`src/rtl/core/pba_pkg.sv`:
```
`default_nettype none

package pba_pkg;

   // Bitmap geometry. One bit per page, 32 pages per word.
   localparam int BITMAP_WORDS = 1024;
   localparam int KERNEL_WORDS = 16;
   localparam int IDX_W        = $clog2(BITMAP_WORDS);
   localparam int END_W        = $clog2(BITMAP_WORDS + 1);
   localparam int CMP_W        = 17;
   localparam int PAGE_W       = 15;
   localparam int WORD_W       = 10;
   localparam int FREE_W       = 16;

   localparam logic [31:0]       FULL_WORD   = 32'hffff_ffff;
   localparam logic [FREE_W-1:0] FREE_RESET  = 16'd32256;
   localparam logic [FREE_W-1:0] FREE_MAX    = 16'hffff;
   localparam logic [9:0]        START_RESET = 10'd16;
   localparam logic [10:0]       WORDS_RESET = 11'd1024;

   // Input mode codes.
   localparam logic [1:0] MODE_FIND    = 2'd0;
   localparam logic [1:0] MODE_RESERVE = 2'd1;
   localparam logic [1:0] MODE_RELEASE = 2'd2;

   // Configuration register indexes.
   localparam logic CSR_SEARCH_START = 1'b0;
   localparam logic CSR_WORDS_IN_USE = 1'b1;

   // Depth of the queue between front and back.
   localparam int QUEUE_DEPTH = 2;
   localparam int QPTR_W      = $clog2(QUEUE_DEPTH);
   localparam int QCNT_W      = $clog2(QUEUE_DEPTH + 1);

   typedef enum logic [1:0] {
      OP_NOP,
      OP_FIND,
      OP_RESERVE,
      OP_RELEASE
   } op_kind_type;

   typedef struct packed {
      logic [1:0]        mode;
      logic [PAGE_W-1:0] block_number;
   } req_type;

   typedef struct packed {
      logic [PAGE_W-1:0] found_block;
      logic              found;
      logic              changed;
      logic [FREE_W-1:0] free_pages;
   } rsp_type;

   // A classified operation as it travels from front to back.
   typedef struct packed {
      op_kind_type      kind;
      logic [WORD_W-1:0] word;
      logic [4:0]        bit_sel;
      logic              in_range;
      logic              scan_none;
      logic [IDX_W-1:0]  scan_start;
      logic [END_W-1:0]  scan_end;
   } op_type;

endpackage

`default_nettype wire

```
`src/rtl/core/pba_front.sv`:
```
`default_nettype none

module pba_front
   import pba_pkg::*;
(
   input  wire logic   clock,
   input  wire logic   reset,
   input  wire logic   csr_we,
   input  wire logic   csr_index,
   input  wire logic [10:0] csr_wdata,
   input  wire logic   req_push,
   input  wire req_type req_data,
   output logic        req_full,
   input  wire logic   q_full,
   input  wire logic   clearing,
   output logic        q_push,
   output op_type      q_data
);

   logic [9:0]       search_start_ff, search_start_in;
   logic [10:0]      words_in_use_ff, words_in_use_in;
   logic [CMP_W-1:0] end_cmp;
   logic [CMP_W-1:0] word_cmp;

   // Configuration registers.
   always_comb begin
      search_start_in = search_start_ff;
      words_in_use_in = words_in_use_ff;
      if (csr_we) begin
         unique case (csr_index)
            CSR_SEARCH_START: search_start_in = csr_wdata[9:0];
            CSR_WORDS_IN_USE: words_in_use_in = csr_wdata;
            default: ;
         endcase
      end
   end

   always_ff @(posedge clock) begin
      if (reset) begin
         search_start_ff <= START_RESET;
         words_in_use_ff <= WORDS_RESET;
      end else begin
         search_start_ff <= search_start_in;
         words_in_use_ff <= words_in_use_in;
      end
   end

   // Items are refused while the bitmap is being initialized.
   assign req_full = q_full | clearing;
   assign q_push   = req_push & ~req_full;

   // The scan ends at the lesser of the words in use and the bitmap size.
   always_comb begin
      if (CMP_W'(words_in_use_ff) < CMP_W'(BITMAP_WORDS)) begin
         end_cmp = CMP_W'(words_in_use_ff);
      end else begin
         end_cmp = CMP_W'(BITMAP_WORDS);
      end
   end

   assign word_cmp = CMP_W'(req_data.block_number[PAGE_W-1:5]);

   // Classify the item into an operation for the back end.
   always_comb begin
      unique case (req_data.mode)
         MODE_FIND:    q_data.kind = OP_FIND;
         MODE_RESERVE: q_data.kind = OP_RESERVE;
         MODE_RELEASE: q_data.kind = OP_RELEASE;
         default:      q_data.kind = OP_NOP;
      endcase
      q_data.word       = req_data.block_number[PAGE_W-1:5];
      q_data.bit_sel    = req_data.block_number[4:0];
      q_data.in_range   = word_cmp < CMP_W'(BITMAP_WORDS);
      q_data.scan_none  = CMP_W'(search_start_ff) >= end_cmp;
      q_data.scan_start = IDX_W'(search_start_ff);
      q_data.scan_end   = END_W'(end_cmp);
   end

endmodule

`default_nettype wire

```
`config.mk`:
```
export PLATFORM = sky130hd
export DESIGN_NAME = pba_front
export DESIGN_NICKNAME = d
export VERILOG_FILES = /design/src/rtl/core/pba_pkg.sv /design/src/rtl/core/pba_front.sv
export SDC_FILE = /design/constraint.sdc
export NUM_CORES = 1
export LEC_CHECK = 0
export BUFFER_PORTS_ARGS = -buffer_cell sky130_fd_sc_hd__buf_2
export CORE_MARGIN = 1
export CORE_UTILIZATION = 34
export DETAILED_ROUTE_END_ITERATION = 6
export GPL_TIMING_DRIVEN = 0
export PLACE_DENSITY = 0.74
export SYNTH_ARGS = -nofsm -noshare
export SYNTH_HDL_FRONTEND = slang
export SYNTH_SLANG_ARGS = --single-unit
```
`constraint.sdc`:
```
create_clock -name clock -period 4.3 [get_ports clock]
set_input_delay 0.86 -clock clock [delete_from_list [all_inputs] [get_ports clock]]
set_output_delay 0.86 -clock clock [all_outputs]
set_load 0.005 [all_outputs]
```
# Word-level counts from Yosys, hierarchy flattened
# Index checks and enable logic that the tools add are counted.
# op_classes
n_lt_le_gt_ge,3
eq_ne,2
n_mux,2
bitwise_logic,4
reduce_logical,3
# op_table
op,n
$ge 10x17->1,1
$lt 10x11->1 const B,1
$lt 11x11->1 const B,1
$mux 11,1
$pmux 2 s3,1
$reduce_and 2->1,2
$eq 2x1->1 const B,1
$eq 2x2->1 const B,1
$logic_not 2->1,1
$not 1->1,2
$and 1x1->1,1
$or 1x1->1,1
# word_totals
reg_bits,21
input_bits,35
out_inout_bits,42

# Logic depth before layout (Yosys ltp)
# depth
word_depth,3
mapped_depth,7

# Least setup slack after synthesis
# Ideal clock, no wire load.
# synth_timing
path_type,reg2out
from,register words_in_use_ff[10]
to,output q_data[21] in the netlist's numbering
t_arrival_ns,1.584
required_time_ns,3.440
slack_ns,1.856
stages_incl_launch_ff,8
cell_sequence,dfxtp_1 clkbuf_1 nand2b_1 ha_1 a21oi_1 nand2_1 a2111oi_2 a211oi_1
# synth_lines
item,line,source
"start, declared",pba_front.sv:21,"logic [10:0] words_in_use_ff, words_in_use_in;"
"start signal, assigned",pba_front.sv:44,words_in_use_ff <= words_in_use_in;
"end, declared",pba_front.sv:17,output op_type q_data

==> metrics <==
Routed WL 2.730 mm; M2 GR Usage 26.49%; drt drc 0; CTS tree built; Post-CTS Setup Inserts 0; WHS 0.4564 ns; Fin. Hold Viols 0; Fill cells 380; crit path from words_in_use_ff[10]$_SDFFE_PP1P_; yosys warns 0; setup TNS 0 ns; Net Sw Frac 26.47%; crit path max-delay cell type dfxtp_1; period utilisation layout 73.62%; Sw Pwr 114.1 uW; cell breakdown of the critical path clkbuf_1, nand2b_1, ha_1, a21oi_1, nand2_1, a2111oi_2, a211oi_1, buf_2; Worst Skew 0 ns; Synth top area share 33.50%; worst skew pair latency 0.26 ns; Critical Path Max Stage Delay 0.37 ns; max-capacitance violation count 0; Final setup viols 0; clk sink count 21; chip height 62.76 um; most frequent cell after synthesis nand2_1; Final Util 48.16%; Crit path arrival time 2.31 ns; Net Count, Synth 216; Cell Area, Synth 1255 sq um; largest net degree at the start of global routing 12; initial antenna violation count 0; I/O Pins 77; Synth area leader dfxtp_1; post-CTS resize count 0; Main synth FF type dfxtp_1; average wire per standard cell 9.820 um; vias in the first global route 1136; post-layout worst setup margin 1.134 ns; GRT Overall Usage 15.70%; Mapped Avg Cell Area 7.470 sq um; r2r startpoint words_in_use_ff[10]$_SDFFE_PP1P_; Max Fanout on Critical Path 10; Cell Pwr Density 259.9 nW/um^2; hold buffer count at CTS 0; Critical Path End Type output pin; core area 3442 sq um; Cells after Synth 168; initial drt markers 48; asr flop ratio synth 0%; n_diodes 0; initial core utilization 36.46%; Multi-input gate area 624.3 sq um; fmax 315.9 MHz; Die W 62.76 um; GRT met3 Usage 2.920%; Die ar. 3938 sq um; first-pass detailed-route iteration total 4; hpwl dp 2.168 mm; required time of the critical path 3.44 ns; gr ovfl total 0; CTS max path bufs 2; Yosys cell types 22; H-tree levels 1; dominant cells by area after synthesis dfxtp_1 (33%), nand2_1 (13%), ha_1 (13%); EDFF count, synth 0; vias per cell 4.457; VDD IR max 0.08522 mV; hold crit path type flop to flop; Power, Total 430.9 uW; status complete, no violations; DR vias 1239; Post-DRT Antenna Nets 0; Synth top cells by count nand2_1 (44), a21oi_1 (21), dfxtp_1 (21); Nets 281; startpoint types flop; Reg area 420.4 sq um; pre-CTS setup slack 1.420 ns; FF+latch count, synth 21; clk slew on worst S/H paths 0.07 ns; routability cong. 0.7130; Clock Power Share 30.8%; Root Driver clkbuf_8; PortBufs 60; Pint 316.8 uW; hold_sp words_in_use_ff[2]$_SDFFE_PP0P_; Pins Over Slew Limit 0; met1 usage 18.60%; TritonCTS Buffers 3; WS Path Type flop to output pin; share of cells above drive strength 1 37.07%; Syn-to-layout area delta 32.10%; global-route wire length before repair 4.843 mm; sequential share of power 48.7%; Most Crowded Layer GR met2; crit path time final 3.166 ns; Seq/Total Area, Yosys 33.50%; # rows 21; Lkg Pwr 0.9147 nW; RSZ-0062 raised after global routing no; Combinational Power Share 20.6%
==> layer usage <==
metal,up-vias,wire length (um)
li1,644,-
met1,539,1238
met2,51,1279
met3,5,161
met4,0,51
met5,-,0
==> layout by cell type (no fill, tap or decap), types with 2 or more instances in the layout <==
master	instances
clkbuf_1	5
a21oi_1	21
ha_1	13
nand3b_1	2
nand2_1	44
buf_2	63
dfxtp_1	21
clkbuf_8	3
nor2_1	7
buf_4	17
nor2b_1	2
nand2b_1	10
inv_1	14
==> worst max-delay path, delay by kind of cell, from the launching register on <==
family | cells | cell delay [ns]
DFF | 1 | 0.37
adders and majority gates | 1 | 0.26
buffers and inverters | 2 | 0.51
AOI/OAI and AO/OA | 3 | 0.62
and+or+nand+nor | 2 | 0.27
==> power by group through the flow <==
stage | clock [mW] | combinational (mW) | sequential [mW]
global route | 0.144 | 0.101 | 0.211
global placement | 0 | 0.0880 | 0.214
floorplan | 0 | 0.0539 | 0.214
finish | 0.133 | 0.0886 | 0.210
detailed placement | 0 | 0.0896 | 0.214
CTS | 0.134 | 0.0901 | 0.210
==> state kept, by name, summed over array words and instances, names as in the netlist <==
name,cells
search_start_ff,10
words_in_use_ff,11
==> path summary, 6_finish.rpt <==
| path | depth (start not counted) | to | slack (ns) |
|---|---|---|---|
| worst max-delay path | 8 | q_data[21] | 1.13 |
| worst min-delay path | 2 | words_in_use_ff[2]$_SDFFE_PP0P_ | 0.46 |
| worst min register to register | 2 | words_in_use_ff[2]$_SDFFE_PP0P_ | 0.46 |
| worst max register to register | 3 | words_in_use_ff[10]$_SDFFE_PP1P_ | 3.34 |
==> cell families after synthesis <==
| group | count (synthesis) | synth area share, % |
|---|---|---|
| adders and majority gates | 13 | 12.96 |
| and+or+nand+nor | 70 | 25.32 |
| buffers and inverters | 38 | 16.75 |
| DFF | 21 | 33.50 |
| other | 1 | 0.2988 |
| AOI/OAI and AO/OA | 25 | 11.17 |
==> per-stage QoR <==
step | instances | instance area (sq um)
floorplan | 168 | 1255
global placement | 274 | 1613
detailed placement | 274 | 1613
CTS | 278 | 1658
global route | 278 | 1658
finish | 278 | 1658
==> area by class of cell <==
type / count / area share, %
multi-input cells: 109 / 37.66
flip-flops and latches: 21 / 25.36
repair buffers: 60 / 18.11
plain buffers: 24 / 9.509
well taps: 46 / 3.472
inverters: 14 / 3.170
clock buffers: 4 / 2.717
Power figures use the tool's default switching activity.
