## src/rtl/core/pba_pkg.sv

```systemverilog
`default_nettype none

package pba_pkg;

   // Bitmap geometry. One bit per page, 32 pages per word.
   localparam int BITMAP_WORDS = 1024;
   localparam int KERNEL_WORDS = 16;
   localparam int IDX_W        = $clog2(BITMAP_WORDS);
   localparam int END_W        = $clog2(BITMAP_WORDS + 1);
   localparam int CMP_W        = 17;
   localparam int PAGE_W       = 15;
   localparam int WORD_W       = 10;
   localparam int FREE_W       = 16;

   localparam logic [31:0]       FULL_WORD   = 32'hffff_ffff;
   localparam logic [FREE_W-1:0] FREE_RESET  = 16'd32256;
   localparam logic [FREE_W-1:0] FREE_MAX    = 16'hffff;
   localparam logic [9:0]        START_RESET = 10'd16;
   localparam logic [10:0]       WORDS_RESET = 11'd1024;

   // Input mode codes.
   localparam logic [1:0] MODE_FIND    = 2'd0;
   localparam logic [1:0] MODE_RESERVE = 2'd1;
   localparam logic [1:0] MODE_RELEASE = 2'd2;

   // Configuration register indexes.
   localparam logic CSR_SEARCH_START = 1'b0;
   localparam logic CSR_WORDS_IN_USE = 1'b1;

   // Depth of the queue between front and back.
   localparam int QUEUE_DEPTH = 2;
   localparam int QPTR_W      = $clog2(QUEUE_DEPTH);
   localparam int QCNT_W      = $clog2(QUEUE_DEPTH + 1);

   typedef enum logic [1:0] {
      OP_NOP,
      OP_FIND,
      OP_RESERVE,
      OP_RELEASE
   } op_kind_type;

   typedef struct packed {
      logic [1:0]        mode;
      logic [PAGE_W-1:0] block_number;
   } req_type;

   typedef struct packed {
      logic [PAGE_W-1:0] found_block;
      logic              found;
      logic              changed;
      logic [FREE_W-1:0] free_pages;
   } rsp_type;

   // A classified operation as it travels from front to back.
   typedef struct packed {
      op_kind_type      kind;
      logic [WORD_W-1:0] word;
      logic [4:0]        bit_sel;
      logic              in_range;
      logic              scan_none;
      logic [IDX_W-1:0]  scan_start;
      logic [END_W-1:0]  scan_end;
   } op_type;

endpackage

`default_nettype wire

```

## src/rtl/core/pba_queue.sv

```systemverilog
`default_nettype none

module pba_queue
   import pba_pkg::*;
(
   input  wire logic   clock,
   input  wire logic   reset,
   input  wire logic   push,
   input  wire op_type push_data,
   output logic        full,
   input  wire logic   pop,
   output op_type      pop_data,
   output logic        empty
);

   op_type              entry_ff [QUEUE_DEPTH];
   logic [QPTR_W-1:0]   wr_ptr_ff, wr_ptr_in;
   logic [QPTR_W-1:0]   rd_ptr_ff, rd_ptr_in;
   logic [QCNT_W-1:0]   count_ff, count_in;
   logic                do_push, do_pop;

   assign full     = count_ff == QCNT_W'(QUEUE_DEPTH);
   assign empty    = count_ff == '0;
   assign pop_data = entry_ff[rd_ptr_ff];
   assign do_push  = push & ~full;
   assign do_pop   = pop & ~empty;

   // Pointer and fill count update.
   always_comb begin
      wr_ptr_in = wr_ptr_ff;
      rd_ptr_in = rd_ptr_ff;
      count_in  = count_ff;
      if (do_push) begin
         wr_ptr_in = (wr_ptr_ff == QPTR_W'(QUEUE_DEPTH - 1)) ? '0 : wr_ptr_ff + 1'b1;
      end
      if (do_pop) begin
         rd_ptr_in = (rd_ptr_ff == QPTR_W'(QUEUE_DEPTH - 1)) ? '0 : rd_ptr_ff + 1'b1;
      end
      if (do_push && !do_pop) begin
         count_in = count_ff + 1'b1;
      end else if (do_pop && !do_push) begin
         count_in = count_ff - 1'b1;
      end
   end

   always_ff @(posedge clock) begin
      if (reset) begin
         wr_ptr_ff <= '0;
         rd_ptr_ff <= '0;
         count_ff  <= '0;
      end else begin
         wr_ptr_ff <= wr_ptr_in;
         rd_ptr_ff <= rd_ptr_in;
         count_ff  <= count_in;
      end
   end

   // Entry storage needs no reset.
   always_ff @(posedge clock) begin
      if (do_push) begin
         entry_ff[wr_ptr_ff] <= push_data;
      end
   end

endmodule

`default_nettype wire

```

## config.mk

```make
export PLATFORM = sky130hd
export DESIGN_NAME = pba_queue
export DESIGN_NICKNAME = d
export VERILOG_FILES = /design/src/rtl/core/pba_pkg.sv /design/src/rtl/core/pba_queue.sv
export SDC_FILE = /design/constraint.sdc
export NUM_CORES = 1
export LEC_CHECK = 0
export ABC_CLOCK_PERIOD_IN_PS = 2280
export BUFFER_PORTS_ARGS = -buffer_cell sky130_fd_sc_hd__buf_2
export CORE_ASPECT_RATIO = 0.7
export CORE_MARGIN = 2
export CORE_UTILIZATION = 48
export CTS_BUF_LIST = sky130_fd_sc_hd__clkbuf_8
export CTS_CLUSTER_DIAMETER = 40
export DETAILED_ROUTE_END_ITERATION = 8
export PLACE_DENSITY = 0.77
export RECOVER_POWER = 100
export SLEW_MARGIN = 25
export SYNTH_ARGS = -nofsm -noshare
export SYNTH_HDL_FRONTEND = slang
export SYNTH_SLANG_ARGS = --single-unit
```

## constraint.sdc

```tcl
create_clock -name clock -period 2.28 [get_ports clock]
set_input_delay 0.684 -clock clock [delete_from_list [all_inputs] [get_ports clock]]
set_output_delay 0.684 -clock clock [all_outputs]
set_load 0.005 [all_outputs]
```

# [Word-level counts from Yosys, hierarchy flattened]
# Memory sizes are Yosys's and may differ from the RTL's. A register that Yosys moved wholly into a read port is not among the register bits.
# Index checks and enable logic that the tools add are counted.
[op_classes] order_cmp=0 eq_ne=1 shifts=0 div_mod_pow=0 reduce_logical=6 n_bitwise=4 n_addsub=4 n_mux=8 multipliers=0
[op_table] op="two-way mux 1 bit" count=6
[op_table] op="two-way mux 2 bit" count=2
[op_table] op="adder 1 bit (second input constant)" count=2
[op_table] op="adder 2 x 1 -> 2 bit (second input constant)" count=1
[op_table] op="AND 1 bit" count=2
[op_table] op="== test 2 bit (second input constant)" count=1
[op_table] op="logical AND 1 bit" count=2
[op_table] op="logical NOT 1 bit" count=2
[op_table] op="logical NOT 2 bit" count=1
[op_table] op="inverter 1 bit" count=2
[op_table] op="nonzero test 2 bit" count=1
[op_table] op="subtractor 2 x 1 -> 2 bit (second input constant)" count=1
[word_totals] input_bits=44 memories=1 mem_bits_ro=0 latchBits=0 wordCells=27 register_bits=4 ramBits=80
[mem_list] memory="entry_ff" words=2 word_bits=40 read_ports=1 rd_clocked_by_memory_dff=1 write_ports=1 line_no="pba_queue.sv:16" rtl="op_type entry_ff [QUEUE_DEPTH];"

# [Longest topological paths before layout]
[depth] depth_word=7 depth_mapped=6 ltp_nobuf=6

# [Worst setup path before layout]
# No wires, ideal clock.
[synth_timing] path_kind="input-to-reg" from="input push" to="memory entry_ff[0][0] (netlist bit), enable pin" slack_ps=8 stages=3 arrival_ps=1878 cell_sequence="inv_1 > or3_1 > inv_1"
[synth_between] elab_chain_cells=3
[synth_rtl] element="from (decl)" line_no="pba_queue.sv:8" rtl="input wire logic push,"
[synth_rtl] element="AND 1 bit" line_no="pba_queue.sv:25" rtl="assign do_push = push & ~full;"
[synth_rtl] element="two-way mux 1 bit" line_no="pba_queue.sv:60" rtl="if (do_push) begin"
[synth_rtl] element="two-way mux 1 bit (implied by the code)" line_no="pba_queue.sv:61" rtl="entry_ff[wr_ptr_ff] <= push_data;"
[synth_rtl] element="to (decl)" line_no="pba_queue.sv:16"
# Every way passes these cells.

==> key figures <==
Worst setup path
  • WS Path Type: flip-flop to output port
  • Top delay family on crit path: multiplexers
  • Buf/Inv on CP: 2
  • Critical Path Fanout Max: 15
  • Slowest cell on the critical path: mux2_1
  • Critical path capture point type: output port
  • Data arrival, critical path: between 1 and 1.5 ns
  • Worst Path Required: ~1.6 ns
  • Worst Setup Start Kind: flip-flop
  • Critical path cell sequence: buf_4 -> mux2_1 -> buf_2
  • Slowest stage delay, CP: 0.39 ns

Floorplan
  • Die area: 7110 um2
  • Die H: 71.1 um
  • Core ar.: 6220 um2
  • # rows: 24
  • Starting density of the core: 0.497
  • Die W: 99.9 um
  • I/O pins: 86

Finish
  • Commonest non-fill, non-tap cell in the layout: edfxtp_1
  • Fillcell total: between 400 and 500
  • Fin nets: 291
  • Most frequent cells in the layout: edfxtp_1, buf_2, clkbuf_1, mux2_2, clkbuf_8
  • Non-filler cells, final: 329
  • Final instance area: 3830 um2
  • Layout cells sized above 1: 0.414
  • Antenna cells: 0
  • Area grow syn2layout: 24.0%

STA
  • Final setup TNS: 0 ns
  • Setup violations, final: 0
  • Fin worst setup slack: 0.142 ns
  • Fmax: 468 MHz
  • Slew @ Worst Pin: 1.02 ns
  • Fin crit period: 2.14 ns
  • Skew final: 0.00602 ns
  • Slew headroom: 0.322
  • Slew Viols, Final: 0
  • RSZ-0062 raised after global routing: no
  • Final worst-path cycle share: 0.938
  • Final hold vios: 0

Detailed routing
  • 1st-pass router iterations: 4
  • Antenna-violating nets left: 0
  • Vias: 1631
  • DRC: 0
  • Post-DR vias/cell: 4.96
  • Starting DRT DRC Count: 57
  • Post-Route WL: between 5000 and 6000 um
  • Avg WL per Cell: 15.9 um

Logic synthesis
  • Cell variety after synth: 13
  • Synthesized net count: 194
  • Post-synth top area share: 0.777
  • Main area contributors after synthesis: edfxtp_1, mux2_2, dfxtp_1
  • Synth warnings: 0
  • Syn_area_per_cell: 20.7 um2
  • Flop and latch count out of synthesis: 85
  • Syn Inst Count: ~150
  • Largest area contributor in the netlist: edfxtp_1
  • Sequential share of the synthesized area: 0.810
  • Netlist Area Pre-Place: 3090 um2

Clock tree
  • Clock Tree Root: clkbuf_8
  • Cts hold-fix bufs: 0
  • Post-CTS Setup Inserts: 0
  • Clock slew at reported path FFs: approximately 0.08 ns
  • Sink Count: 85
  • TritonCTS clock tree: done
  • Worst skew pair latency: 0.34 ns
  • Cts repair resizes: 0
  • Total clock buffers created by CTS: 9
  • CTS Buffer Depth: 2
  • CTS H-Tree Depth: 3

Power and ir drop
  • Peak supply drop: 0.559 mV
  • Switching share of power: 0.249
  • P_int: 3100 uW
  • Clock power frac: 0.269
  • Reg power frac: 0.492
  • Lkg Pwr: 0.00136 uW
  • Switching power: 1030 uW
  • Combinational share of power: 0.239
  • Pwr dens: about 1100 nW/um2

Worst hold path
  • Worst Hold Class: flip-flop to flip-flop

Job
  • Max Cap Viol: 0

Global route
  • Total track usage: 0.153
  • Initial antenna violation count: 0
  • First-pass GRT wire length: 7900 um
  • Vias in the first global route: ~1500
  • Grt ovf: 0
  • Pin count of the biggest net entering global routing: 37

Place
  • Pre-CTS setup slack: between 0.3 and 0.4 ns
  • Routability cong.: 0.759
  • Placed instance area: 3680 um2
  • Dpl cells: 313
  • HPWL after detailed placement: 3620 um
  • PortBufs: 85

Outcome
  • Status: finished, final reports clean
## flip-flops by register name, summed over array words and instances, names as in the netlist, named ones only
signal	flops
entry_ff	80
wr_ptr_ff	1
count_ff	2
rd_ptr_ff	1
## power by group through the flow
stage | sequential (uW) | clock (uW) | combinational (uW)
2_1_floorplan | 2050 | 0 | 588
3_5_place_dp | 2070 | 0 | 1040
5_1_grt | 2050 | 1220 | 1070
3_3_place_gp | 2060 | 0 | 1030
6_report | 2030 | 1110 | 988
4_1_cts | 2030 | 1150 | 1050
## cells by family after synthesis
family | Yosys count | share of synthesized area
flip-flops | 85 | 0.810
adder cells (fa/ha/maj) | 1 | 0.00405
multiplexers | 40 | 0.146
AO/OA/AOI/OAI | 5 | 0.00810
AND/OR/NAND/NOR | 9 | 0.0150
XOR/XNOR | 3 | 0.00850
buffers and inverters | 6 | 0.00891
## final cells by class
cell class	count	area, um2	share of cell area
clock buffers	10	138	0.0359
clock inverters	6	77.6	0.0202
inverters	2	7.51	0.00196
multi-input cells	58	558	0.146
flip-flops and latches	85	2500	0.653
well taps	78	97.6	0.0255
repair buffers	90	450	0.118
## cell usage after synthesis, drive strengths merged
| library cell | number |
|---|---|
| mux2 | 40 |
| ha | 1 |
| nor2b | 1 |
| inv | 2 |
| edfxtp | 80 |
| dfxtp | 5 |
| buf | 4 |
| a21oi | 2 |
| and2 | 1 |
| xor2 | 3 |
| or3 | 2 |
| o21ai | 3 |
| nor2 | 5 |
## per-layer routing
metal  GRT usage  wire length (um)  vias to the layer above
li1            -                 -                      776
met1       0.232              2620                      787
met2       0.201              2180                       68
met3      0.0741               432                        0
met4      0.0320                 0                        0
met5           0                 0                        -
## worst min-delay path, cell delays in order (launching register included)
cell and delay [ns]:
dfxtp_1 0.32, o21ai_0 0.07, a21oi_1 0.07
## final timing paths
| path | slack, ns | depth (start not counted) | startpoint | endpoint |
|---|---|---|---|---|
| setup / recovery | 0.14 | 3 | flip-flop | pop_data[12] |
| hold / removal | 0.51 | 2 | wr_ptr_ff | wr_ptr_ff |
| setup reg to reg | 0.24 | 4 | count_ff[0] | entry_ff[1][27] |
| hold reg to reg | 0.51 | 2 | wr_ptr_ff | wr_ptr_ff |
## stage by stage
step / power, uW / util / hold slack [ns]
final: 4130 / 0.617 / 0.509
after global routing: 4340 / 0.617 / 0.499
after CTS: 4230 / 0.627 / 0.498
after detailed placement: 3110 / 0.593 / 0.485
after global placement: 3090 / 0.593 / 0.473
after floorplan: 2640 / - / 0.452
No activity file was read; power rests on OpenSTA's default activity.
